## src/hw/rtl/assert_macros.svh

```systemverilog
// Assertion macros shared by the coloring search RTL.
`ifndef ASSERT_MACROS_SVH
`define ASSERT_MACROS_SVH

// Same-cycle implication, clocked on clock, disabled during reset.
`define GMCS_ASSERT_IMP(label, ante, cons, msg) \
   label: assert property (@(posedge clock) disable iff (reset) (ante) |-> (cons)) \
      else $error(msg);

// Next-cycle implication, clocked on clock, disabled during reset.
`define GMCS_ASSERT_NXT(label, ante, cons, msg) \
   label: assert property (@(posedge clock) disable iff (reset) (ante) |=> (cons)) \
      else $error(msg);

`endif

```

## src/hw/rtl/gmcs_pkg.sv

```systemverilog
// Package: fixed field widths, register indexes, register reset values and lane control type.
package gmcs_pkg;

   // Fixed payload and register widths
   localparam int ROW_W          = 4;
   localparam int MASK_W         = 16;
   localparam int NUM_COLORS_W   = 4;
   localparam int NUM_VERTICES_W = 5;
   localparam int CSR_INDEX_W    = 1;
   localparam int CSR_DATA_W     = 5;

   // Register indexes
   localparam logic [CSR_INDEX_W-1:0] CSR_NUM_COLORS   = 1'b0;
   localparam logic [CSR_INDEX_W-1:0] CSR_NUM_VERTICES = 1'b1;

   // Register reset values
   localparam logic [NUM_COLORS_W-1:0]   NUM_COLORS_RST   = 4'd3;
   localparam logic [NUM_VERTICES_W-1:0] NUM_VERTICES_RST = 5'd16;

   // Controls from the sequencer to every lane
   typedef struct packed {
      logic clear;    // wipe the stored color at search start
      logic capture;  // register the lane compare results
      logic load;     // write a color into the addressed lane
   } lane_ctl_type;

endpackage

```

## src/hw/rtl/gmcs_lane.sv

```systemverilog
// One vertex lane: holds that vertex's color and flags it when it blocks the current vertex.
module gmcs_lane #(
   parameter int LANE_ID = 0,
   parameter int IDX_W   = 4,
   parameter int VCNT_W  = 5,
   parameter int COLOR_W = 4,
   parameter int NCOLORS = 8
) (
   input  logic                        clock,
   input  logic                        reset,
   input  gmcs_pkg::lane_ctl_type      ctl,
   input  logic [IDX_W-1:0]            load_target,
   input  logic [COLOR_W-1:0]          load_color,
   input  logic [VCNT_W-1:0]           cur_vertex,
   input  logic [VCNT_W-1:0]           vertex_count,
   input  logic                        adj_bit,
   output logic [NCOLORS-1:0]          used_ff,
   output logic [COLOR_W-1:0]          cur_color_ff
);

   logic [COLOR_W-1:0] color_ff;
   logic               is_current;
   logic               blocks;
   logic [NCOLORS-1:0] used_in;

   assign is_current = (cur_vertex == VCNT_W'(LANE_ID));
   // A neighbor in range, other than the vertex under test, with a real color
   assign blocks = adj_bit && (VCNT_W'(LANE_ID) < vertex_count) && !is_current
                   && (color_ff != '0);

   // One-hot of the blocked color; bit k stands for color k+1
   always_comb begin
      used_in = '0;
      for (int k = 0; k < NCOLORS; k++) begin
         if (blocks && (color_ff == COLOR_W'(k + 1))) begin
            used_in[k] = 1'b1;
         end
      end
   end

   // Color store and registered compare results
   always_ff @(posedge clock) begin
      if (reset) begin
         color_ff <= '0;
      end else if (ctl.clear) begin
         color_ff <= '0;
      end else if (ctl.load && (load_target == IDX_W'(LANE_ID))) begin
         color_ff <= load_color;
      end
      if (ctl.capture) begin
         used_ff      <= used_in;
         cur_color_ff <= is_current ? color_ff : '0;
      end
   end

endmodule

```

## src/hw/rtl/gmcs_merge.sv

```systemverilog
// Merge stage: combines lane results and picks the next color to try.
module gmcs_merge #(
   parameter int NLANES  = 16,
   parameter int COLOR_W = 4,
   parameter int NCOLORS = 8
) (
   input  logic [NLANES-1:0][NCOLORS-1:0] used_in,
   input  logic [NLANES-1:0][COLOR_W-1:0] cur_in,
   input  logic [COLOR_W-1:0]             color_limit,
   output logic                           found,
   output logic [COLOR_W-1:0]             pick_color
);

   logic [NCOLORS-1:0] used_all;
   logic [COLOR_W-1:0] cur_color;

   // OR across lanes: blocked colors and the current vertex's old color
   always_comb begin
      used_all  = '0;
      cur_color = '0;
      for (int v = 0; v < NLANES; v++) begin
         used_all  = used_all | used_in[v];
         cur_color = cur_color | cur_in[v];
      end
   end

   // Lowest free color above the old one and within the limit
   always_comb begin
      found      = 1'b0;
      pick_color = '0;
      for (int k = NCOLORS - 1; k >= 0; k--) begin
         if (!used_all[k] && (COLOR_W'(k + 1) > cur_color)
             && (COLOR_W'(k + 1) <= color_limit)) begin
            found      = 1'b1;
            pick_color = COLOR_W'(k + 1);
         end
      end
   end

endmodule

```

## src/hw/rtl/graph_m_coloring_search_unit.sv

```systemverilog
// Top level: adjacency RAM, search sequencer, vertex lanes and merge stage.
// Graph m-coloring search unit. Adjacency rows are written one per cycle while no
// search runs, one row per transfer; a row transfer is taken even while a result
// waits, a last-row transfer waits until the previous result has left. The last
// row starts an exhaustive backtracking search. Each step of the search visits
// one vertex: adjacency RAM read, parallel lane compare against all stored
// colors, and the merge that picks the next color and moves the vertex pointer
// forward or back. The number of search steps before the yes/no result may grow
// exponentially with the vertex count. Config registers num_colors (index 0) and
// num_vertices (index 1) may only be written while the unit is idle; values above
// the parameters saturate.
`include "assert_macros.svh"

module graph_m_coloring_search_unit #(
   parameter int MAX_VERTICES = 16,
   parameter int MAX_COLORS   = 8
) (
   input  logic                                clock,
   input  logic                                reset,
   input  logic                                req_valid,
   output logic                                req_stall,
   input  logic [gmcs_pkg::ROW_W-1:0]          req_row_vertex,
   input  logic [gmcs_pkg::MASK_W-1:0]         req_neighbor_mask,
   input  logic                                req_last_row,
   output logic                                rsp_valid,
   input  logic                                rsp_stall,
   output logic                                rsp_colorable,
   input  logic                                csr_write,
   input  logic [gmcs_pkg::CSR_INDEX_W-1:0]    csr_index,
   input  logic [gmcs_pkg::CSR_DATA_W-1:0]     csr_data
);

   localparam int IDX_W   = (MAX_VERTICES > 1) ? $clog2(MAX_VERTICES) : 1;
   localparam int VCNT_W  = $clog2(MAX_VERTICES + 1);
   localparam int COLOR_W = $clog2(MAX_COLORS + 1);

   typedef enum logic [1:0] {S_IDLE, S_FETCH, S_LANE, S_PICK} state_type;

   state_type                                 state_ff;
   logic [VCNT_W-1:0]                         u_ff;
   logic                                      rsp_valid_ff;
   logic                                      rsp_colorable_ff;
   logic [gmcs_pkg::NUM_COLORS_W-1:0]         num_colors_ff;
   logic [gmcs_pkg::NUM_VERTICES_W-1:0]       num_vertices_ff;
   logic [gmcs_pkg::MASK_W-1:0]               adj_mem [MAX_VERTICES];
   logic [gmcs_pkg::MASK_W-1:0]               row_rd_ff;

   logic                                      req_fire;
   logic                                      row_ok;
   logic [COLOR_W-1:0]                        nc_sat;
   logic [VCNT_W-1:0]                         nv_sat;
   gmcs_pkg::lane_ctl_type                    lane_ctl;
   logic [COLOR_W-1:0]                        load_color;
   logic [MAX_VERTICES-1:0][MAX_COLORS-1:0]   lane_used;
   logic [MAX_VERTICES-1:0][COLOR_W-1:0]      lane_cur;
   logic                                      pick_found;
   logic [COLOR_W-1:0]                        pick_color;

   // Handshake: no request is taken during a search; a last row also waits while a result is held and stalled
   assign req_stall = (state_ff != S_IDLE) || (rsp_valid_ff && rsp_stall && req_last_row);
   assign req_fire  = req_valid && !req_stall;
   assign row_ok    = (32'(req_row_vertex) < 32'(MAX_VERTICES));
   assign rsp_valid     = rsp_valid_ff;
   assign rsp_colorable = rsp_colorable_ff;

   // Saturated limits
   assign nc_sat = (32'(num_colors_ff) > 32'(MAX_COLORS)) ? COLOR_W'(MAX_COLORS)
                                                            : COLOR_W'(num_colors_ff);
   assign nv_sat = (32'(num_vertices_ff) > 32'(MAX_VERTICES)) ? VCNT_W'(MAX_VERTICES)
                                                                : VCNT_W'(num_vertices_ff);

   // Adjacency RAM: written on row transfers, read once per search step
   always_ff @(posedge clock) begin
      if (req_fire && row_ok) begin
         adj_mem[IDX_W'(req_row_vertex)] <= req_neighbor_mask;
      end
      if (state_ff == S_FETCH) begin
         row_rd_ff <= adj_mem[u_ff[IDX_W-1:0]];
      end
   end

   // Lane controls
   always_comb begin
      lane_ctl.clear   = req_fire && req_last_row;
      lane_ctl.capture = (state_ff == S_LANE);
      lane_ctl.load    = (state_ff == S_PICK);
      load_color       = pick_found ? pick_color : '0;
   end

   // Vertex lanes
   for (genvar g = 0; g < MAX_VERTICES; g++) begin : g_lane
      logic adj_bit;
      if (g < gmcs_pkg::MASK_W) begin : g_bit
         assign adj_bit = row_rd_ff[g];
      end else begin : g_nobit
         assign adj_bit = 1'b0;
      end
      gmcs_lane #(
         .LANE_ID (g),
         .IDX_W   (IDX_W),
         .VCNT_W  (VCNT_W),
         .COLOR_W (COLOR_W),
         .NCOLORS (MAX_COLORS)
      ) u_lane (
         .clock        (clock),
         .reset        (reset),
         .ctl          (lane_ctl),
         .load_target  (u_ff[IDX_W-1:0]),
         .load_color   (load_color),
         .cur_vertex   (u_ff),
         .vertex_count (nv_sat),
         .adj_bit      (adj_bit),
         .used_ff      (lane_used[g]),
         .cur_color_ff (lane_cur[g])
      );
   end

   // Merge of lane results
   gmcs_merge #(
      .NLANES  (MAX_VERTICES),
      .COLOR_W (COLOR_W),
      .NCOLORS (MAX_COLORS)
   ) u_merge (
      .used_in     (lane_used),
      .cur_in      (lane_cur),
      .color_limit (nc_sat),
      .found       (pick_found),
      .pick_color  (pick_color)
   );

   // Sequencer, config registers and result register
   always_ff @(posedge clock) begin
      if (reset) begin
         state_ff        <= S_IDLE;
         u_ff            <= '0;
         rsp_valid_ff    <= 1'b0;
         num_colors_ff   <= gmcs_pkg::NUM_COLORS_RST;
         num_vertices_ff <= gmcs_pkg::NUM_VERTICES_RST;
      end else begin
         if (csr_write) begin
            unique case (csr_index)
               gmcs_pkg::CSR_NUM_COLORS: begin
                  num_colors_ff <= csr_data[gmcs_pkg::NUM_COLORS_W-1:0];
               end
               gmcs_pkg::CSR_NUM_VERTICES: begin
                  num_vertices_ff <= csr_data;
               end
               default: begin
               end
            endcase
         end
         if (rsp_valid_ff && !rsp_stall) begin
            rsp_valid_ff <= 1'b0;
         end
         unique case (state_ff)
            S_IDLE: begin
               if (req_fire && req_last_row) begin
                  u_ff     <= '0;
                  state_ff <= S_FETCH;
               end
            end
            S_FETCH: begin
               // all vertices colored: success
               if (u_ff >= nv_sat) begin
                  rsp_valid_ff     <= 1'b1;
                  rsp_colorable_ff <= 1'b1;
                  state_ff         <= S_IDLE;
               end else begin
                  state_ff <= S_LANE;
               end
            end
            S_LANE: begin
               state_ff <= S_PICK;
            end
            S_PICK: begin
               if (pick_found) begin
                  u_ff     <= VCNT_W'(u_ff + 1'b1);
                  state_ff <= S_FETCH;
               end else if (u_ff == '0) begin
                  // first vertex out of colors: no coloring exists
                  rsp_valid_ff     <= 1'b1;
                  rsp_colorable_ff <= 1'b0;
                  state_ff         <= S_IDLE;
               end else begin
                  u_ff     <= VCNT_W'(u_ff - 1'b1);
                  state_ff <= S_FETCH;
               end
            end
            default: begin
               state_ff <= S_IDLE;
            end
         endcase
      end
   end

   // Checks
   `GMCS_ASSERT_IMP(a_pick_in_range, state_ff == S_PICK, u_ff < nv_sat,
                    "pick on vertex out of range")
   `GMCS_ASSERT_IMP(a_pick_color_ok, (state_ff == S_PICK) && pick_found,
                    (pick_color != '0) && (pick_color <= nc_sat), "picked color outside limit")
   `GMCS_ASSERT_NXT(a_search_start, req_fire && req_last_row,
                    (state_ff == S_FETCH) && (u_ff == '0), "search did not start at vertex zero")
   `GMCS_ASSERT_IMP(a_rsp_source, $rose(rsp_valid_ff),
                    ($past(state_ff) == S_FETCH) || ($past(state_ff) == S_PICK),
                    "result raised outside search end")

endmodule
```

## config.mk

```make
export PLATFORM = sky130hd
export DESIGN_NAME = graph_m_coloring_search_unit
export DESIGN_NICKNAME = d
export VERILOG_FILES = /design/src/hw/rtl/gmcs_pkg.sv /design/src/hw/rtl/gmcs_lane.sv /design/src/hw/rtl/gmcs_merge.sv /design/src/hw/rtl/graph_m_coloring_search_unit.sv
export VERILOG_INCLUDE_DIRS = /design/src /design/src/hw/rtl
export SDC_FILE = /design/constraint.sdc
export NUM_CORES = 1
export LEC_CHECK = 0
export BUFFER_PORTS_ARGS = -buffer_cell sky130_fd_sc_hd__buf_4
export CAP_MARGIN = 20
export CORE_MARGIN = 2
export CORE_UTILIZATION = 55
export DETAILED_ROUTE_END_ITERATION = 8
export PLACE_DENSITY = 0.71
export SKIP_LAST_GASP = 1
export SLEW_MARGIN = 30
export SYNTH_ARGS = -nofsm -noshare
export SYNTH_HDL_FRONTEND = slang
export SYNTH_SLANG_ARGS = --single-unit
```

## constraint.sdc

```tcl
create_clock -name clock -period 28.7 [get_ports clock]
set_input_delay 1.435 -clock clock [delete_from_list [all_inputs] [get_ports clock]]
set_output_delay 1.435 -clock clock [all_outputs]
set_load 0.1 [all_outputs]
```

==> results of run 1 <==
[sequential cells by signal, summed over array words and instances (netlist names), named ones only]
register                    count
adj_mem                       256
g_lane.u_lane.used_ff         128
g_lane.u_lane.color_ff         64
g_lane.u_lane.cur_color_ff     64
row_rd_ff                      16
num_vertices_ff                 5
u_ff                            5
num_colors_ff                   4
rsp_colorable                   1
rsp_valid                       1
state_ff                        1
[per-stage QoR]
stage	hold slack, ps	setup slack [ps]	total power [uW]	area, um2
detailed placement	483.3	24690	951.6	23090
CTS	492.1	25010	1654	24860
floorplan	490.0	19090	932.7	22210
finish	486.2	25020	1645	24930
global route	519.3	24970	1689	24930
global placement	465.9	24740	949.7	23060
[final timing paths]
check	endpoint	cells past startpoint	start
max	req_stall	4	req_last_row
min	rsp_valid	2	rsp_valid
max reg2reg	g_lane[10].u_lane.color_ff[2]	8	g_lane[4].u_lane.used_ff[6]
min reg2reg	rsp_valid	2	rsp_valid
[power groups by stage]
stage / clock [uW] / sequential (uW) / combinational, uW
2_1_floorplan: 0 / 908 / 24.4
4_1_cts: 719 / 889 / 45.6
6_report: 710 / 889 / 46.2
5_1_grt: 750 / 890 / 49.7
3_3_place_gp: 0 / 905 / 44.4
3_5_place_dp: 0 / 906 / 45.5
[cells by family (layout without fill, tap and decap cells)]
kind of cell / Yosys count / in the layout / share of synthesized area [%]
multiplexers: 149 / 149 / 11.23
buffers and inverters: 57 / 153 / 1.132
flip-flops: 546 / 546 / 70.16
AND/OR/NAND/NOR: 595 / 595 / 14.01
adder cells (fa/ha/maj): 11 / 11 / 0.6196
AO/OA/AOI/OAI: 75 / 75 / 2.771
XOR/XNOR: 2 / 2 / 0.07887
[per-layer routing]
layer,wire length [um],GRT usage (%),vias to the layer above
met1,20050,32.73,6265
met3,3000,4.263,85
met5,0,0,-
met4,1654,8.710,0
li1,-,-,5650
met2,25300,41.39,415
[placed cells by master (no fill, tap or decap), types with 6 or more instances in the layout]
cell type,synthesis,final
a2111oi_0,7,7
nand4_1,9,9
nor4_2,10,10
bufinv_16,0,9
nand3b_1,18,18
nand2b_1,37,37
a21oi_1,12,12
or3_1,7,7
o21ai_0,8,8
and4b_1,11,11
mux4_2,80,80
nor4_1,41,41
inv_1,11,11
clkbuf_1,28,6
dfxtp_1,81,78
buf_4,2,40
nor2_1,246,234
clkbuf_16,0,52
nor2_2,0,9
clkinv_1,1,12
and2_1,66,66
a211oi_1,7,7
nand3_1,15,15
ha_1,11,11
edfxtp_1,465,465
mux2i_1,68,68
nor3_1,25,21
clkinv_2,0,14
nand2_1,65,65
[final cells by class]
cell class,instances,area (um2),area share [%]
flip-flops and latches,546,15590,62.55
multi-input cells,832,6481,26.00
clock buffers,59,1338,5.366
well taps,525,656.9,2.635
clock inverters,38,434.2,1.742
repair buffers,44,379.1,1.521
inverters,12,45.04,0.1807
[worst max-delay path, stage by stage]
cell	delay, ps
buf_4	120
a311oi_1	380
inv_1	70
buf_4	240
==> run_results.csv, run 1 <==
group,metric,value,unit
floorplan,die_y,205.0,um
clock_network,postCtsSetupBuffers,0,
setup_path,cp_max_fo,3,
placed_design,portBuffers,34,
clock_network,cts_resized,0,
power_and_ir_drop,p_int,1309,uW
setup_path,reg2reg_slack,25060,ps
global_routing,grt_pass1_wl,74870,um
setup_path,path_class,"input port to primary output",
logic_synthesis,synth_top_flop_cell,"edfxtp_1",
power_and_ir_drop,combPwrFrac,2.8,%
logic_synthesis,synth.avg_cell_area,15.48,um2
setup_path,start_kind,"input port",
floorplan,die_area,0.04201,mm2
logic_synthesis,synth-edff-count,465,
timing,fin_crit_sh,12.84,%
timing,worst_slew_pin_slew,975.4,ps
clock_network,clk_pin_slew_worst_paths,60,ps
clock_network,numCtsBuffers,52,
routing,first_pass_iters,6,
floorplan,core.rowCount,73,
power_and_ir_drop,leakage,0.007738,uW
clock_network,cts-root-buf,"clkbuf_16",
floorplan,core-area,0.03982,mm2
logic_synthesis,yosysTopAreaCellShare,62.86,%
clock_network,clock-sinks,546,
setup_path,cp-end-kind,"primary output",
logic_synthesis,ys_seq_elements,546,
logic_synthesis,synthDistinctLibCells,75,
finish,final_cells,2056,
routing,drc,0,
floorplan,start_util,55.78,%
floorplan,chipWidth,205.0,um
clock_network,cts_tree,"yes",
finish,layout-drive-gt1-share,17.44,%
hold_path,hold_class,"register to register",
power_and_ir_drop,power.density,65.98,mW/mm2
logic_synthesis,synthArstFlopShare,0,%
power_and_ir_drop,p_seq_share,54.0,%
routing,postRouteAntennaNets,0,
logic_synthesis,yosysTopAreaCell,"edfxtp_1",
logic_synthesis,synth_commonest_cells,"465 x edfxtp_1, 246 x nor2_1, 81 x dfxtp_1",
clock_network,ctsHoldBuffers,0,
clock_network,clk-insertion-delay-late,610,ps
clock_network,htree_levels,2,
logic_synthesis,synthCells,1435,
timing,rsz0062_at_grt,"no",
timing,slew_headroom,34.76,%
logic_synthesis,synth-seq-area-share,70.16,%
placed_design,dp.cells,1957,
finish,fillers,2908,
power_and_ir_drop,pwr-share-clk,43.2,%
setup_path,cp.arrival,2250,ps
run,max-cap-violations,0,
logic_synthesis,synth.area.top_cells,"edfxtp_1 63%, mux4_2 8.1%, dfxtp_1 7.3%, nor2_1 4.2%, mux2i_1 3.1%",
timing,fin_tns_setup,0,ps
global_routing,antenna_found_initial,0,
timing,max_freq,271.5,MHz
logic_synthesis,synthesis.nets,1478,
routing,wl_per_cell,24.32,um
floorplan,num_io_pins,35,
global_routing,first_global_vias,12090,
timing,period_minus_slack,3684,ps
global_routing,track_usage,24.66,%
global_routing,grt_overflow_total,0,
routing,first_iter_violations,1100,
power_and_ir_drop,power.switching,335.8,uW
clock_network,clock_path_buffers,3,
finish,num_antenna_cells,0,
global_routing,grt_max_degree,193,
logic_synthesis,yosysWarnings,0,
logic_synthesis,synth.most_common_cell,"edfxtp_1",
timing,finalHoldViolCount,0,
routing,vias,12420,
power_and_ir_drop,p_sw_share,20.42,%
placed_design,gp_congestion,0.8525,
finish,area.growth.synth_to_final,12.21,%
placed_design,dp_hpwl,33760,um
finish,final_net_count,1531,
routing,avgViaCountPerCell,6.038,
setup_path,cp_data_required_time,27260,ps
routing,routed_wl,50000,um
outcome,status,"completed",
finish,postLayoutCoreUtil,62.59,%
timing,final_max_slew_viol_count,0,
timing,final-setup-viol-count,0,
logic_synthesis,synthesis.area,0.02221,mm2
power_and_ir_drop,ir_worst_vdd,0.05373,mV
timing,fin_worst_skew,16.17,ps
(Power assumes the default switching activity.)
==> inputs of run 2 (changes only) <==
PLACE_DENSITY = 0.74   (was 0.71)
clock period = 3.2 ns   (was 28.7 ns; I/O delays follow)
==> run 2 against run 1 <==
Effect of this change: sequential cell count is the same; critical path type is now register to register; routed wire length grew 3.1%; largest power group unchanged; combinational power grew to 10 times the previous value; cell area grew 2.4%.
==> run_results.csv, run 2 (synthesized netlist as in run 1, its figures left out) <==
group,metric,value,unit
setup_path,cp-end-kind,"register",
finish,area.growth.synth_to_final,14.93,%
floorplan,num_io_pins,35,
setup_path,worstReg2RegStart,"g_lane[12].u_lane.used_ff[2]",
power_and_ir_drop,pwr-share-clk,42.2,%
finish,final_net_count,1602,
global_routing,track_usage,25.30,%
setup_path,cp-startpoint,"g_lane[12].u_lane.used_ff[2]",
placed_design,dpl-instance-area,0.02345,mm2
power_and_ir_drop,p_sw_share,20.59,%
finish,regMostFlops,"adj_mem",
clock_network,clock_path_buffers,3,
run,max-cap-violations,0,
finish,layout_commonest_cell,"edfxtp_1",
global_routing,grt_pass1_wl,77800,um
floorplan,die_area,0.04201,mm2
power_and_ir_drop,power.density,571.8,mW/mm2
floorplan,core.rowCount,73,
placed_design,dp_slack,228.8,ps
floorplan,chipWidth,205.0,um
routing,vias,12960,
floorplan,start_util,55.78,%
placed_design,portBuffers,34,
clock_network,htree_levels,2,
power_and_ir_drop,power.switching,3006,uW
finish,postLayoutCoreUtil,64.11,%
timing,fin_worst_skew,15.95,ps
power_and_ir_drop,p_seq_share,54.6,%
floorplan,die_y,205.0,um
timing,worst_slew_pin_slew,891.0,ps
timing,fin_tns_setup,0,ps
power_and_ir_drop,combPwrFrac,3.2,%
placed_design,dp.cells,1995,
clock_network,cts_tree,"yes",
placed_design,gp_congestion,0.9309,
clock_network,clk_pin_slew_worst_paths,60,ps
clock_network,clk-insertion-delay-late,610,ps
setup_path,start_kind,"register",
power_and_ir_drop,ir_worst_vdd,0.5278,mV
global_routing,grt_overflow_total,0,
timing,finalHoldViolCount,0,
finish,largest_register_ffs,256,
global_routing,antenna_found_initial,0,
setup_path,cp_data_required_time,3740,ps
timing,setup_slack,420.5,ps
finish,num_antenna_cells,0,
clock_network,numCtsBuffers,53,
routing,wl_per_cell,24.20,um
timing,final_max_slew_viol_count,0,
global_routing,grt_max_degree,69,
finish,layout_common_cells,"465 x edfxtp_1, 234 x nor2_1, 80 x mux4_2",
setup_path,path_class,"register to register",
floorplan,core-area,0.03982,mm2
clock_network,ctsHoldBuffers,33,
timing,fin_crit_sh,86.86,%
routing,avgViaCountPerCell,6.087,
hold_path,min_from,"req_row_vertex[0]",
clock_network,cts-root-buf,"clkbuf_16",
finish,reg_top3,"adj_mem: 256 flops, g_lane.u_lane.used_ff: 128 flops",
timing,final-setup-viol-count,0,
finish,final_cells,2129,
power_and_ir_drop,leakage,0.008051,uW
clock_network,cts_resized,0,
setup_path,cp.arrival,3310,ps
global_routing,first_global_vias,12990,
routing,first_iter_violations,1273,
timing,rsz0062_at_grt,"no",
finish,final_area,0.02553,mm2
routing,drc,0,
timing,slew_headroom,40.33,%
clock_network,postCtsSetupBuffers,0,
placed_design,dp_hpwl,33990,um
timing,period_minus_slack,2779,ps
routing,first_pass_iters,7,
routing,routed_wl,51530,um
clock_network,clock-sinks,546,
outcome,status,"completed",
timing,max_freq,359.8,MHz
hold_path,hold_class,"input port to register",
routing,postRouteAntennaNets,0,
setup_path,cp_max_fo,16,
finish,layout-drive-gt1-share,18.77,%
power_and_ir_drop,p_int,11590,uW
-- run 2: through the flow --
stage,total power [uW],hold slack (ps)
5_1_grt,14980,85.03
3_5_place_dp,8549,393.0
6_report,14600,84.85
3_3_place_gp,8528,391.9
4_1_cts,14680,63.75
2_1_floorplan,8328,258.9
-- run 2: cell type report --
| type | count | area, um2 |
|---|---|---|
| clock buffer | 75 | 1479 |
| multi-input combinational | 832 | 6445 |
| fill | 2803 | 14290 |
| clock inverter | 25 | 241.5 |
| timing repair buffer | 114 | 1071 |
| inverter | 12 | 45.04 |
| tap | 525 | 656.9 |
| sequential | 546 | 15590 |
-- run 2: path summary, 6_finish.rpt --
kind	end	slack, ps	depth (start not counted)
worst max-delay path	g_lane[9].u_lane.color_ff[1]	420	7
worst min-delay path	adj_mem[8][9]	80	3
worst max register to register	g_lane[9].u_lane.color_ff[1]	420	7
worst min register to register	rsp_valid	480	2
-- run 2: critical path, stage by stage, from the launching register on --
cell and delay, ps:
edfxtp_1 360, nor4_1 600, nand2_1 120, a2111oi_0 530, o21ai_1 220, a21boi_4 570
mux2i_1 170, nor2_1 140
-- run 2: layer usage --
layer	GRT usage (%)	wire, um	part of all wire [%]
met5	0	0	0
met4	8.479	1500	2.9
met3	4.804	3681	7.1
met2	42.25	25890	50
met1	33.65	20450	40
-- run 2: power groups by stage --
stage                     Combinational, uW  Sequential (uW)  Clock (uW)
after floorplan                         220             8110           0
after global placement                  413             8110           0
after detailed placement                426             8120           0
after CTS                               462             7970        6240
after global routing                    496             7980        6510
final                                   462             7970        6160
